### src/design/ndrm_pkg.sv
// Shared constants and types for the nearest delta-R matcher.
package ndrm_pkg;

  // Field widths
  localparam int ETA_W      = 12;
  localparam int PHI_W      = 10;
  localparam int OUT_IDX_W  = 6;
  localparam int OUT_DIST_W = 24;

  // List size and azimuth circle
  localparam int MAX_RECO  = 64;
  localparam int IDX_W     = $clog2(MAX_RECO);
  localparam int CNT_W     = $clog2(MAX_RECO + 1);
  localparam int PHI_STEPS = 2 ** PHI_W;
  localparam int PHI_HALF  = PHI_STEPS / 2;

  // Distance arithmetic
  localparam int SQ_ETA_W = 2 * ETA_W;
  localparam int SQ_PHI_W = 2 * PHI_W;
  localparam int DIST_W   = SQ_ETA_W + 1;
  localparam logic [OUT_DIST_W-1:0] DIST_SAT = '1;

  // Command codes
  localparam logic [1:0] CMD_CLEAR = 2'd0;
  localparam logic [1:0] CMD_ADD   = 2'd1;
  localparam logic [1:0] CMD_MATCH = 2'd2;

  typedef enum logic [1:0] {
    ST_IDLE,
    ST_SCAN,
    ST_DONE
  } state_t;

  // Tag that travels with one list entry through the scan pipeline
  typedef struct packed {
    logic             valid;
    logic [IDX_W-1:0] idx;
  } scan_tag_t;

endpackage

### src/design/ndrm_store.sv
// Reco object memory: one write port, one read port with registered data.
module ndrm_store (
  input  logic                                       clk,
  input  logic                                       we,
  input  logic [ndrm_pkg::IDX_W-1:0]                 waddr,
  input  logic [ndrm_pkg::ETA_W+ndrm_pkg::PHI_W-1:0] wdata,
  input  logic [ndrm_pkg::IDX_W-1:0]                 raddr,
  output logic [ndrm_pkg::ETA_W+ndrm_pkg::PHI_W-1:0] rdata
);

  logic [ndrm_pkg::ETA_W+ndrm_pkg::PHI_W-1:0] mem [ndrm_pkg::MAX_RECO];

  // Write one entry
  always_ff @(posedge clk) begin
    if (we) begin
      mem[waddr] <= wdata;
    end
  end

  // Read one entry; the read data is registered
  always_ff @(posedge clk) begin
    rdata <= mem[raddr];
  end

endmodule

### src/design/ndrm_dist.sv
// Two-stage squared delta-R unit: differences, then squares; the sum is combinational.
module ndrm_dist (
  input  logic                                  clk,
  input  logic                                  rst,
  input  ndrm_pkg::scan_tag_t                   in_tag,
  input  logic signed [ndrm_pkg::ETA_W-1:0]     ref_eta,
  input  logic [ndrm_pkg::PHI_W-1:0]            ref_phi,
  input  logic signed [ndrm_pkg::ETA_W-1:0]     reco_eta,
  input  logic [ndrm_pkg::PHI_W-1:0]            reco_phi,
  output ndrm_pkg::scan_tag_t                   res_tag,
  output logic [ndrm_pkg::DIST_W-1:0]           res_dist,
  output logic                                  busy
);

  logic signed [ndrm_pkg::ETA_W:0]  deta;
  logic [ndrm_pkg::ETA_W-1:0]       ade_c;
  logic [ndrm_pkg::PHI_W:0]         dphi;
  logic [ndrm_pkg::PHI_W-1:0]       adp_raw;
  logic [ndrm_pkg::PHI_W:0]         wrap;
  logic [ndrm_pkg::PHI_W-1:0]       adp_c;

  ndrm_pkg::scan_tag_t              tag1;
  logic [ndrm_pkg::ETA_W-1:0]       ade;
  logic [ndrm_pkg::PHI_W-1:0]       adp;
  ndrm_pkg::scan_tag_t              tag2;
  logic [ndrm_pkg::SQ_ETA_W-1:0]    sq_eta;
  logic [ndrm_pkg::SQ_PHI_W-1:0]    sq_phi;

  // Absolute eta difference and wrapped azimuth difference
  always_comb begin
    deta    = {ref_eta[ndrm_pkg::ETA_W-1], ref_eta} - {reco_eta[ndrm_pkg::ETA_W-1], reco_eta};
    ade_c   = deta[ndrm_pkg::ETA_W] ? ndrm_pkg::ETA_W'(-deta) : deta[ndrm_pkg::ETA_W-1:0];
    dphi    = {1'b0, ref_phi} - {1'b0, reco_phi};
    adp_raw = dphi[ndrm_pkg::PHI_W] ? ndrm_pkg::PHI_W'(-dphi) : dphi[ndrm_pkg::PHI_W-1:0];
    wrap    = (ndrm_pkg::PHI_W+1)'(ndrm_pkg::PHI_STEPS) - {1'b0, adp_raw};
    if ({1'b0, adp_raw} > (ndrm_pkg::PHI_W+1)'(ndrm_pkg::PHI_HALF)) begin
      adp_c = wrap[ndrm_pkg::PHI_W-1:0];
    end else begin
      adp_c = adp_raw;
    end
  end

  // Stage 1: register differences
  always_ff @(posedge clk) begin
    if (rst) begin
      tag1.valid <= 1'b0;
    end else begin
      tag1.valid <= in_tag.valid;
    end
    tag1.idx <= in_tag.idx;
    ade      <= ade_c;
    adp      <= adp_c;
  end

  // Stage 2: register squares
  always_ff @(posedge clk) begin
    if (rst) begin
      tag2.valid <= 1'b0;
    end else begin
      tag2.valid <= tag1.valid;
    end
    tag2.idx <= tag1.idx;
    sq_eta   <= ade * ade;
    sq_phi   <= adp * adp;
  end

  // Sum the squares
  assign res_tag  = tag2;
  assign res_dist = {1'b0, sq_eta} + ndrm_pkg::DIST_W'(sq_phi);
  assign busy     = tag1.valid | tag2.valid;

endmodule

### src/design/nearest_delta_r_matcher.sv
// Top level of the nearest delta-R matcher: command decode, scan control, result register.
//
// Input channel (in_valid/in_ready) carries one command word: command, obj_eta, obj_phi.
//   Clear empties the list, add appends one object (dropped when 64 are held),
//   match searches the list for the object at least squared delta-R.
//   Command code 3 is taken and ignored.
// Output channel (out_valid/out_ready) carries one result word per match:
//   found, match_index, dist_sq (saturated to 24 bits).
// Clear and add need no scan; the next word can be accepted on the next cycle.
// A match on a list of N >= 1 objects proceeds from acceptance to out_valid
// as follows: the scan reads one entry a cycle from the single read port of the
// object memory, then the read and the two distance stages drain, the scan
// closes and the result register is loaded. A match on an empty list reads no
// entries and closes the scan. No input word is taken during a scan.
// A finished result waits in the output register; while it waits, clear and add
// words and a new match are still taken, and that match holds at its end until
// the receiver has taken the earlier result.
// Reset empties the list and drops any pending result; memory contents are
// left as they are and are only read below the list length.
module nearest_delta_r_matcher (
  input  logic                                   clk,
  input  logic                                   rst,
  input  logic                                   in_valid,
  output logic                                   in_ready,
  input  logic [1:0]                             command,
  input  logic signed [ndrm_pkg::ETA_W-1:0]      obj_eta,
  input  logic [ndrm_pkg::PHI_W-1:0]             obj_phi,
  output logic                                   out_valid,
  input  logic                                   out_ready,
  output logic                                   found,
  output logic [ndrm_pkg::OUT_IDX_W-1:0]         match_index,
  output logic [ndrm_pkg::OUT_DIST_W-1:0]        dist_sq
);

  ndrm_pkg::state_t                      state;
  ndrm_pkg::state_t                      state_next;
  logic [ndrm_pkg::CNT_W-1:0]            count;
  logic [ndrm_pkg::CNT_W-1:0]            issue_cnt;
  logic signed [ndrm_pkg::ETA_W-1:0]     q_eta;
  logic [ndrm_pkg::PHI_W-1:0]            q_phi;
  logic                                  best_have;
  logic [ndrm_pkg::IDX_W-1:0]            best_idx;
  logic [ndrm_pkg::DIST_W-1:0]           best_d;

  logic                                  accept;
  logic                                  do_add;
  logic                                  do_clear;
  logic                                  do_match;
  logic                                  issuing;
  logic                                  scan_end;
  logic                                  load_out;
  logic                                  out_free;

  ndrm_pkg::scan_tag_t                   rd_tag;
  ndrm_pkg::scan_tag_t                   res_tag;
  logic [ndrm_pkg::DIST_W-1:0]           res_dist;
  logic                                  dist_busy;
  logic [ndrm_pkg::ETA_W+ndrm_pkg::PHI_W-1:0] rdata;

  // Decode accepted command words
  assign accept   = in_valid & in_ready;
  assign do_clear = accept & (command == ndrm_pkg::CMD_CLEAR);
  assign do_add   = accept & (command == ndrm_pkg::CMD_ADD)
                    & (count < ndrm_pkg::CNT_W'(ndrm_pkg::MAX_RECO));
  assign do_match = accept & (command == ndrm_pkg::CMD_MATCH);
  assign out_free = ~out_valid | out_ready;
  assign scan_end = (issue_cnt == count) & ~rd_tag.valid & ~dist_busy;

  // Next state
  always_comb begin
    state_next = state;
    unique case (state)
      ndrm_pkg::ST_IDLE: begin
        if (do_match) begin
          state_next = ndrm_pkg::ST_SCAN;
        end
      end
      ndrm_pkg::ST_SCAN: begin
        if (scan_end) begin
          state_next = ndrm_pkg::ST_DONE;
        end
      end
      ndrm_pkg::ST_DONE: begin
        if (out_free) begin
          state_next = ndrm_pkg::ST_IDLE;
        end
      end
      default: state_next = ndrm_pkg::ST_IDLE;
    endcase
  end

  // State outputs
  always_comb begin
    in_ready = 1'b0;
    issuing  = 1'b0;
    load_out = 1'b0;
    unique case (state)
      ndrm_pkg::ST_IDLE: in_ready = 1'b1;
      ndrm_pkg::ST_SCAN: issuing  = (issue_cnt < count);
      ndrm_pkg::ST_DONE: load_out = out_free;
      default: begin
        in_ready = 1'b0;
      end
    endcase
  end

  always_ff @(posedge clk) begin
    if (rst) begin
      state <= ndrm_pkg::ST_IDLE;
    end else begin
      state <= state_next;
    end
  end

  // Track list length
  always_ff @(posedge clk) begin
    if (rst) begin
      count <= '0;
    end else if (do_clear) begin
      count <= '0;
    end else if (do_add) begin
      count <= count + 1'b1;
    end
  end

  // Latch the query and advance the read address
  always_ff @(posedge clk) begin
    if (rst) begin
      issue_cnt    <= '0;
      rd_tag.valid <= 1'b0;
    end else begin
      rd_tag.valid <= issuing;
      if (do_match) begin
        issue_cnt <= '0;
      end else if (issuing) begin
        issue_cnt <= issue_cnt + 1'b1;
      end
    end
    rd_tag.idx <= issue_cnt[ndrm_pkg::IDX_W-1:0];
    if (do_match) begin
      q_eta <= obj_eta;
      q_phi <= obj_phi;
    end
  end

  ndrm_store u_store (
    .clk   (clk),
    .we    (do_add),
    .waddr (count[ndrm_pkg::IDX_W-1:0]),
    .wdata ({obj_eta, obj_phi}),
    .raddr (issue_cnt[ndrm_pkg::IDX_W-1:0]),
    .rdata (rdata)
  );

  ndrm_dist u_dist (
    .clk      (clk),
    .rst      (rst),
    .in_tag   (rd_tag),
    .ref_eta  (q_eta),
    .ref_phi  (q_phi),
    .reco_eta (rdata[ndrm_pkg::ETA_W+ndrm_pkg::PHI_W-1:ndrm_pkg::PHI_W]),
    .reco_phi (rdata[ndrm_pkg::PHI_W-1:0]),
    .res_tag  (res_tag),
    .res_dist (res_dist),
    .busy     (dist_busy)
  );

  // Keep the nearest entry; ties keep the lower index
  always_ff @(posedge clk) begin
    if (rst) begin
      best_have <= 1'b0;
    end else if (do_match) begin
      best_have <= 1'b0;
    end else if (res_tag.valid) begin
      best_have <= 1'b1;
    end
    if (do_match) begin
      best_idx <= '0;
      best_d   <= '0;
    end else if (res_tag.valid && (!best_have || res_dist < best_d)) begin
      best_idx <= res_tag.idx;
      best_d   <= res_dist;
    end
  end

  // Hold the result word until taken
  always_ff @(posedge clk) begin
    if (rst) begin
      out_valid <= 1'b0;
    end else if (load_out) begin
      out_valid <= 1'b1;
    end else if (out_ready) begin
      out_valid <= 1'b0;
    end
    if (load_out) begin
      found       <= best_have;
      match_index <= ndrm_pkg::OUT_IDX_W'(best_idx);
      if (best_d[ndrm_pkg::DIST_W-1:ndrm_pkg::OUT_DIST_W] != '0) begin
        dist_sq <= ndrm_pkg::DIST_SAT;
      end else begin
        dist_sq <= best_d[ndrm_pkg::OUT_DIST_W-1:0];
      end
    end
  end

endmodule

### config.mk
export PLATFORM = sky130hd
export DESIGN_NAME = nearest_delta_r_matcher
export DESIGN_NICKNAME = d
export VERILOG_FILES = /design/src/design/ndrm_pkg.sv /design/src/design/ndrm_store.sv /design/src/design/ndrm_dist.sv /design/src/design/nearest_delta_r_matcher.sv
export SDC_FILE = /design/constraint.sdc
export NUM_CORES = 2
export LEC_CHECK = 0
export CORE_MARGIN = 2
export CORE_UTILIZATION = 55
export CTS_CLUSTER_DIAMETER = 50
export DETAILED_ROUTE_END_ITERATION = 7
export DONT_BUFFER_PORTS = 1
export PLACE_DENSITY = 0.66
export SETUP_SLACK_MARGIN = 0.15
export SLEW_MARGIN = 20
export SYNTH_ARGS = -nofsm -noshare
export SYNTH_HDL_FRONTEND = slang
export SYNTH_SLANG_ARGS = --single-unit
### constraint.sdc
create_clock -name clk -period 6.2 [get_ports clk]
set_input_delay 0.31 -clock clk [delete_from_list [all_inputs] [get_ports clk]]
set_output_delay 0.31 -clock clk [all_outputs]
set_load 0.05 [all_outputs]
---- Word level (Yosys, flattened, before mapping) ----
Memories as Yosys holds them, arrays and structs flattened. A register that Yosys moved wholly into a read port is not among the register bits.
Cells that the tools add are included.
operators by class
  muxes and demuxes ....................... 14
  order comparisons ....................... 4
  reduce and logical (&&, ||, !) cells .... 9
  bitwise gates (word level) .............. 12
  add/subtract/negate cells ............... 8
  equality and inequality tests ........... 8
  $mul .................................... 2
operator list
  cell                                                number
  adder 24 x 20 -> 25 bit                             1
  < comparator 25 bit                                 1
  multiplier 12 x 12 -> 24 bit                        1
  multiplier 10 x 10 -> 20 bit                        1
  2-to-1 mux 10 bit                                   2
  adder 7 x 1 -> 7 bit (second input constant)        2
  subtractor 12 x 12 -> 13 bit                        1
  2-to-1 mux 12 bit                                   1
  negation 12 bit                                     1
  subtractor 10 x 10 -> 11 bit                        1
  > comparator 10 bit (second input constant)         1
  negation 10 bit                                     1
  subtractor 1 x 10 -> 10 bit (first input constant)  1
  AND 1 bit                                           7
  == test 7 bit                                       1
  < comparator 7 bit                                  1
  < comparator 7 bit (second input constant)          1
  2-to-1 mux 1 bit                                    7
  2-to-1 mux 2 bit                                    3
  inequality test 2 bit (second input constant)       3
  one-hot mux 2 bit (3 select lines)                  1
  == test 2 x 1 -> 1 bit (second input constant)      2
  == test 2 bit (second input constant)               2
  zero test 2 bit                                     2
  other kinds (8)                                     12
storage, ports and cells
  output and inout port bits .............. 33
  input bits .............................. 28
  memories ................................ 1
  register bits ........................... 189
  RAM bits ................................ 1408
memory list
  memory       depth  bits a word  read ports  clocked after memory_dff  write ports  RTL line          text
  u_store.mem  64     22           1           1                         1            ndrm_store.sv:11  logic [ndrm_pkg::ETA_W+ndrm_pkg::PHI_W-1:0] mem [ndrm_pkg::MAX_RECO];

---- Longest topological paths before layout ----
  word-level depth ........................ 7
  mapped depth ............................ 24

---- Cells and area by module ----
A second synthesis with hierarchy kept.
unflattened totals
  cells, all modules ...................... 4031
  area, all modules ....................... 69944.6 um^2
modules (own cells, without submodules)
  module                   area each (um^2)  times used  cells each
  ndrm_store               54260.8           1           2349
  ndrm_dist                10885.4           1           1245
  nearest_delta_r_matcher  4798.4            1           437

---- Worst setup path after synthesis ----
OpenSTA, ideal clock, no wires.
  path kind ............................... register to register
  start point ............................. register u_dist.adp[3] (netlist bit)
  end point ............................... register u_dist.sq_phi[18] (netlist bit)
  arrival time ............................ 5.150 ns
  library setup time ...................... 0.072 ns
  required time ........................... 6.128 ns
  setup slack ............................. 0.977 ns
  buffers on the path ..................... 1
  stages on the path, launching flop included .. 20
  cells stage by stage .................... dfxtp_1 > clkbuf_1 > nand2_1 > fa_1 > inv_1 > fa_1 > ha_1 > inv_1 > fa_1 > fa_1 > inv_1 > ha_1 > o21ai_0 > nor2_1 > a221o_1 > o41a_1 > a41o_1 > or4_1 > o311ai_1 > xnor2_1
between the ends
  cells in the longest elaborated chain, start to end .. 1
ends and longest elaborated chain
  item                          RTL line         text
  start: declaration            ndrm_dist.sv:24  logic [ndrm_pkg::PHI_W-1:0] adp;
  start signal: assignment      ndrm_dist.sv:52  adp <= adp_c;
  multiplier 10 x 10 -> 20 bit  ndrm_dist.sv:64  sq_phi <= adp * adp;
  end signal: assignment        ndrm_dist.sv:64
  end: declaration              ndrm_dist.sv:27  logic [ndrm_pkg::SQ_PHI_W-1:0] sq_phi;
No other way between the ends.
A chain may end at the register's enable or synchronous reset.

---- Worst setup path after layout ----
  start point ............................. register u_dist.ade[5] (netlist bit)
  end point ............................... register u_dist.sq_eta[23] (netlist bit)
between the ends
  cells in the longest elaborated chain, start to end .. 1
ends and longest elaborated chain
  item                          RTL line         text
  start: declaration            ndrm_dist.sv:23  logic [ndrm_pkg::ETA_W-1:0] ade;
  start signal: assignment      ndrm_dist.sv:51  ade <= ade_c;
  multiplier 12 x 12 -> 24 bit  ndrm_dist.sv:63  sq_eta <= ade * ade;
  end signal: assignment        ndrm_dist.sv:63
  end: declaration              ndrm_dist.sv:26  logic [ndrm_pkg::SQ_ETA_W-1:0] sq_eta;
No other way between the ends.

==> out/results.ini <==
[timing]
worst_pin_slew_ns=1.09
max_freq_mhz=178
hold_viol=0
min_period_ns=5.62
slew_headroom=0.274
fin_tns_setup_ns=0
period_share=0.907
rsz0062_at_grt=no
finalWorstSetupSlack_ns=0.578
drv_slew=0
setup_viol=0
clock_skew_ns=0.0400

[status]
status=finished clean

[grt]
grt_overflow=0
grt_usage=0.254
grt_pass1_wl_mm=234
antenna_found_initial=14
grt_max_degree=101
grt_pass1_vias=36200

[pwr]
power_leakage_nw=26.2
vdd_drop_max_v=0.000810
p_per_area_mw_per_mm2=458

[cts]
cts.sinks=1617
cts_setup_buffers=0
numCtsBuffers=174
clk_latency_ns=0.79
cts_tree=built
root_buffer=clkbuf_16
cts_buffer_depth=3
cts.htree.levels=4
cts.clk_slew.worst_paths_ns=0.06

[worst_setup_path]
critPathArrivalTime_ns=6.31
setup.worst_path.start=u_dist.ade[5]
crit_path_end_kind=flip-flop
crit_chain=and2_1 > inv_1 > fa_1 > inv_1 > ha_1 > a21oi_1 > fa_1 > inv_1 > fa_1 > inv_1 > fa_1 > inv_1 > ha_1 > or3_1 > or3_1 > o221ai_1 > a21oi_1 > a21o_1 > a21oi_1 > xor2_1
worst_path_most_repeated_cell=inv_1
cp_max_fo=13
r2r_slack_ns=0.58
crit_type=flip-flop to flip-flop
required_ns=6.89
critPathLaunchType=flip-flop
cp_slowest_cell=dfxtp_1
critical-path-max-stage-delay_ns=0.67
r2r-start=u_dist.ade[5]
rr_worst_depth=20
timing.rr.end=u_dist.sq_eta[23]

[placed_design]
gp_congestion=0.851
dp_hpwl_mm=92.9
dp_slack_ns=0.597
portBuffers=0

[floorplanning]
core_mm2=0.124
fp.dieW_um=358
die_h_um=358
fp-row-count=129
die_area_mm2=0.128
io_pins=61
start_util=0.556

[drt]
vias=34500
drc=0
wire_per_inst_um=28.2
first_iter_violations=3889
drt-vias-per-instance=6.14
drt-total-wl_mm=159
antenna_left=0
firstDrtPassIters=7

[synthesis]
synthArstFlopShare=0
syn_nets=4010
synth_warnings=0
synth_seq_area_share=0.681
synth-seq-cells=1617
synth.distinct_cells=79
synth_edf_count=1461
netlist_area_mm2=0.0690
synthFlopType=edfxtp_1
avgSynthCellArea_um2=18.8
syn_inst=3673

[cells_and_area]
nets=4174
areaGrowthSynthToFinish_pct=12.9
drive_gt1_frac=0.232
fin_util=0.628
mostFrequentLayoutCell=edfxtp_1
final_cell_mix=edfxtp_1, mux4_2, inv_1

[min_path]
hold_start=command[1]
holdPathEnd=state[0]
holdCritPathClass=input port to flip-flop
hold_path_depth=2

[flow_run]
cap_viol_max_count=0

-- power breakdown --
part           switching [mW]  internal (mW)
Sequential              0.242           12.3
Combinational            7.38           5.76
Clock                    4.29           5.79
-- synthesized netlist by cell type (all sizes together), types with 9 or more instances --
cell | number | share of area
edfxtp | 1461 | 0.64
mux4 | 462 | 0.15
inv | 268 | 0.015
ha | 183 | 0.033
nor2 | 170 | 0.0092
dfxtp | 156 | 0.045
fa | 126 | 0.037
nand2 | 114 | 0.0062
clkbuf | 89 | 0.0048
and2 | 72 | 0.0065
xnor2 | 72 | 0.0091
a21oi | 69 | 0.0051
buf | 54 | 0.0036
xor2 | 37 | 0.0048
nand3 | 36 | 0.0028
o21ai | 34 | 0.0026
nor2b | 28 | 0.0025
a21o | 26 | 0.0028
mux2i | 26 | 0.0038
nor3 | 25 | 0.0018
nand2b | 19 | 0.0017
nand4 | 14 | 0.0013
and3 | 11 | 0.0010
o21a | 11 | 0.0012
o31ai | 9 | 0.0012
or2 | 9 | 0.00082
-- what timing repair did --
action	4_1_cts	5_1_grt
hold buffers	51	0
gates resized for setup	0	0
hold endpoints to repair	1447	0
-- state kept, by name, indices dropped and copies added (netlist names), 2 cells and up --
signal / flops
best_d: 25
best_idx: 6
count: 7
dist_sq: 24
issue_cnt: 7
match_index: 6
q_eta: 12
q_phi: 10
rd_tag: 7
state: 2
u_dist.ade: 12
u_dist.adp: 10
u_dist.res_tag: 7
u_dist.sq_eta: 23
u_dist.sq_phi: 19
u_dist.tag1: 7
u_store.mem: 1408
u_store.rdata: 22
-- layer usage --
metal	GRT usage	wire, µm
met1	0.349	64400
met2	0.423	79600
met3	0.0409	9880
met4	0.0796	4580
met5	0	67
-- through the flow --
step | hold WS, ns | instance area (µm²) | power (mW) | cells
floorplan | 0.310 | 69000 | 22.8 | 3673
global placement | 0.310 | 71400 | 25.4 | 5247
detailed placement | 0.312 | 71400 | 25.7 | 5247
CTS | 0.0574 | 77900 | 36.1 | 5617
global route | 0.113 | 77900 | 38.5 | 5619
finish | 0.0907 | 78000 | 35.7 | 5624
-- cell type report --
| type | count | area [µm²] |
|---|---|---|
| fillers | 8504 | 46200 |
| flip-flops and latches | 1617 | 47000 |
| repair buffers | 131 | 1570 |
| clock inverters | 103 | 1030 |
| clock buffers | 216 | 4590 |
| diodes | 7 | 17.5 |
| well taps | 1637 | 2050 |
| inverters | 269 | 1010 |
| multi-input cells | 1644 | 20700 |
-- how the worst max path moves through the flow --
stage	cells after the start	slack, ns	end
after floorplan	19	0.98	u_dist.sq_phi[18]
after global placement	18	0.75	u_dist.sq_phi[18]
after detailed placement	17	0.60	u_dist.sq_phi[19]
after CTS	17	0.58	u_dist.sq_phi[19]
after global routing	21	0.21	u_dist.sq_phi[19]
final	20	0.58	u_dist.sq_eta[23]
-- cells by family (layout without fill, tap and decap cells) --
family,Yosys count,in the layout,share of synthesized area
flops,1617,1617,0.681
simple gates,515,515,0.0357
mux,491,491,0.155
buf+inv,412,719,0.0230
fa+ha+maj,309,309,0.0697
compound gates,220,220,0.0219
xor+xnor,109,109,0.0139
other cells,0,7,0
-- worst max-delay path: cells and delay by family (launching register included) --
family | cells | cell delay (ns)
xor+xnor | 1 | 0.15
compound gates | 5 | 0.91
fa+ha+maj | 6 | 2.56
flops | 1 | 0.67
buf+inv | 5 | 0.28
simple gates | 3 | 0.98
Power figures use the tool's default switching activity.
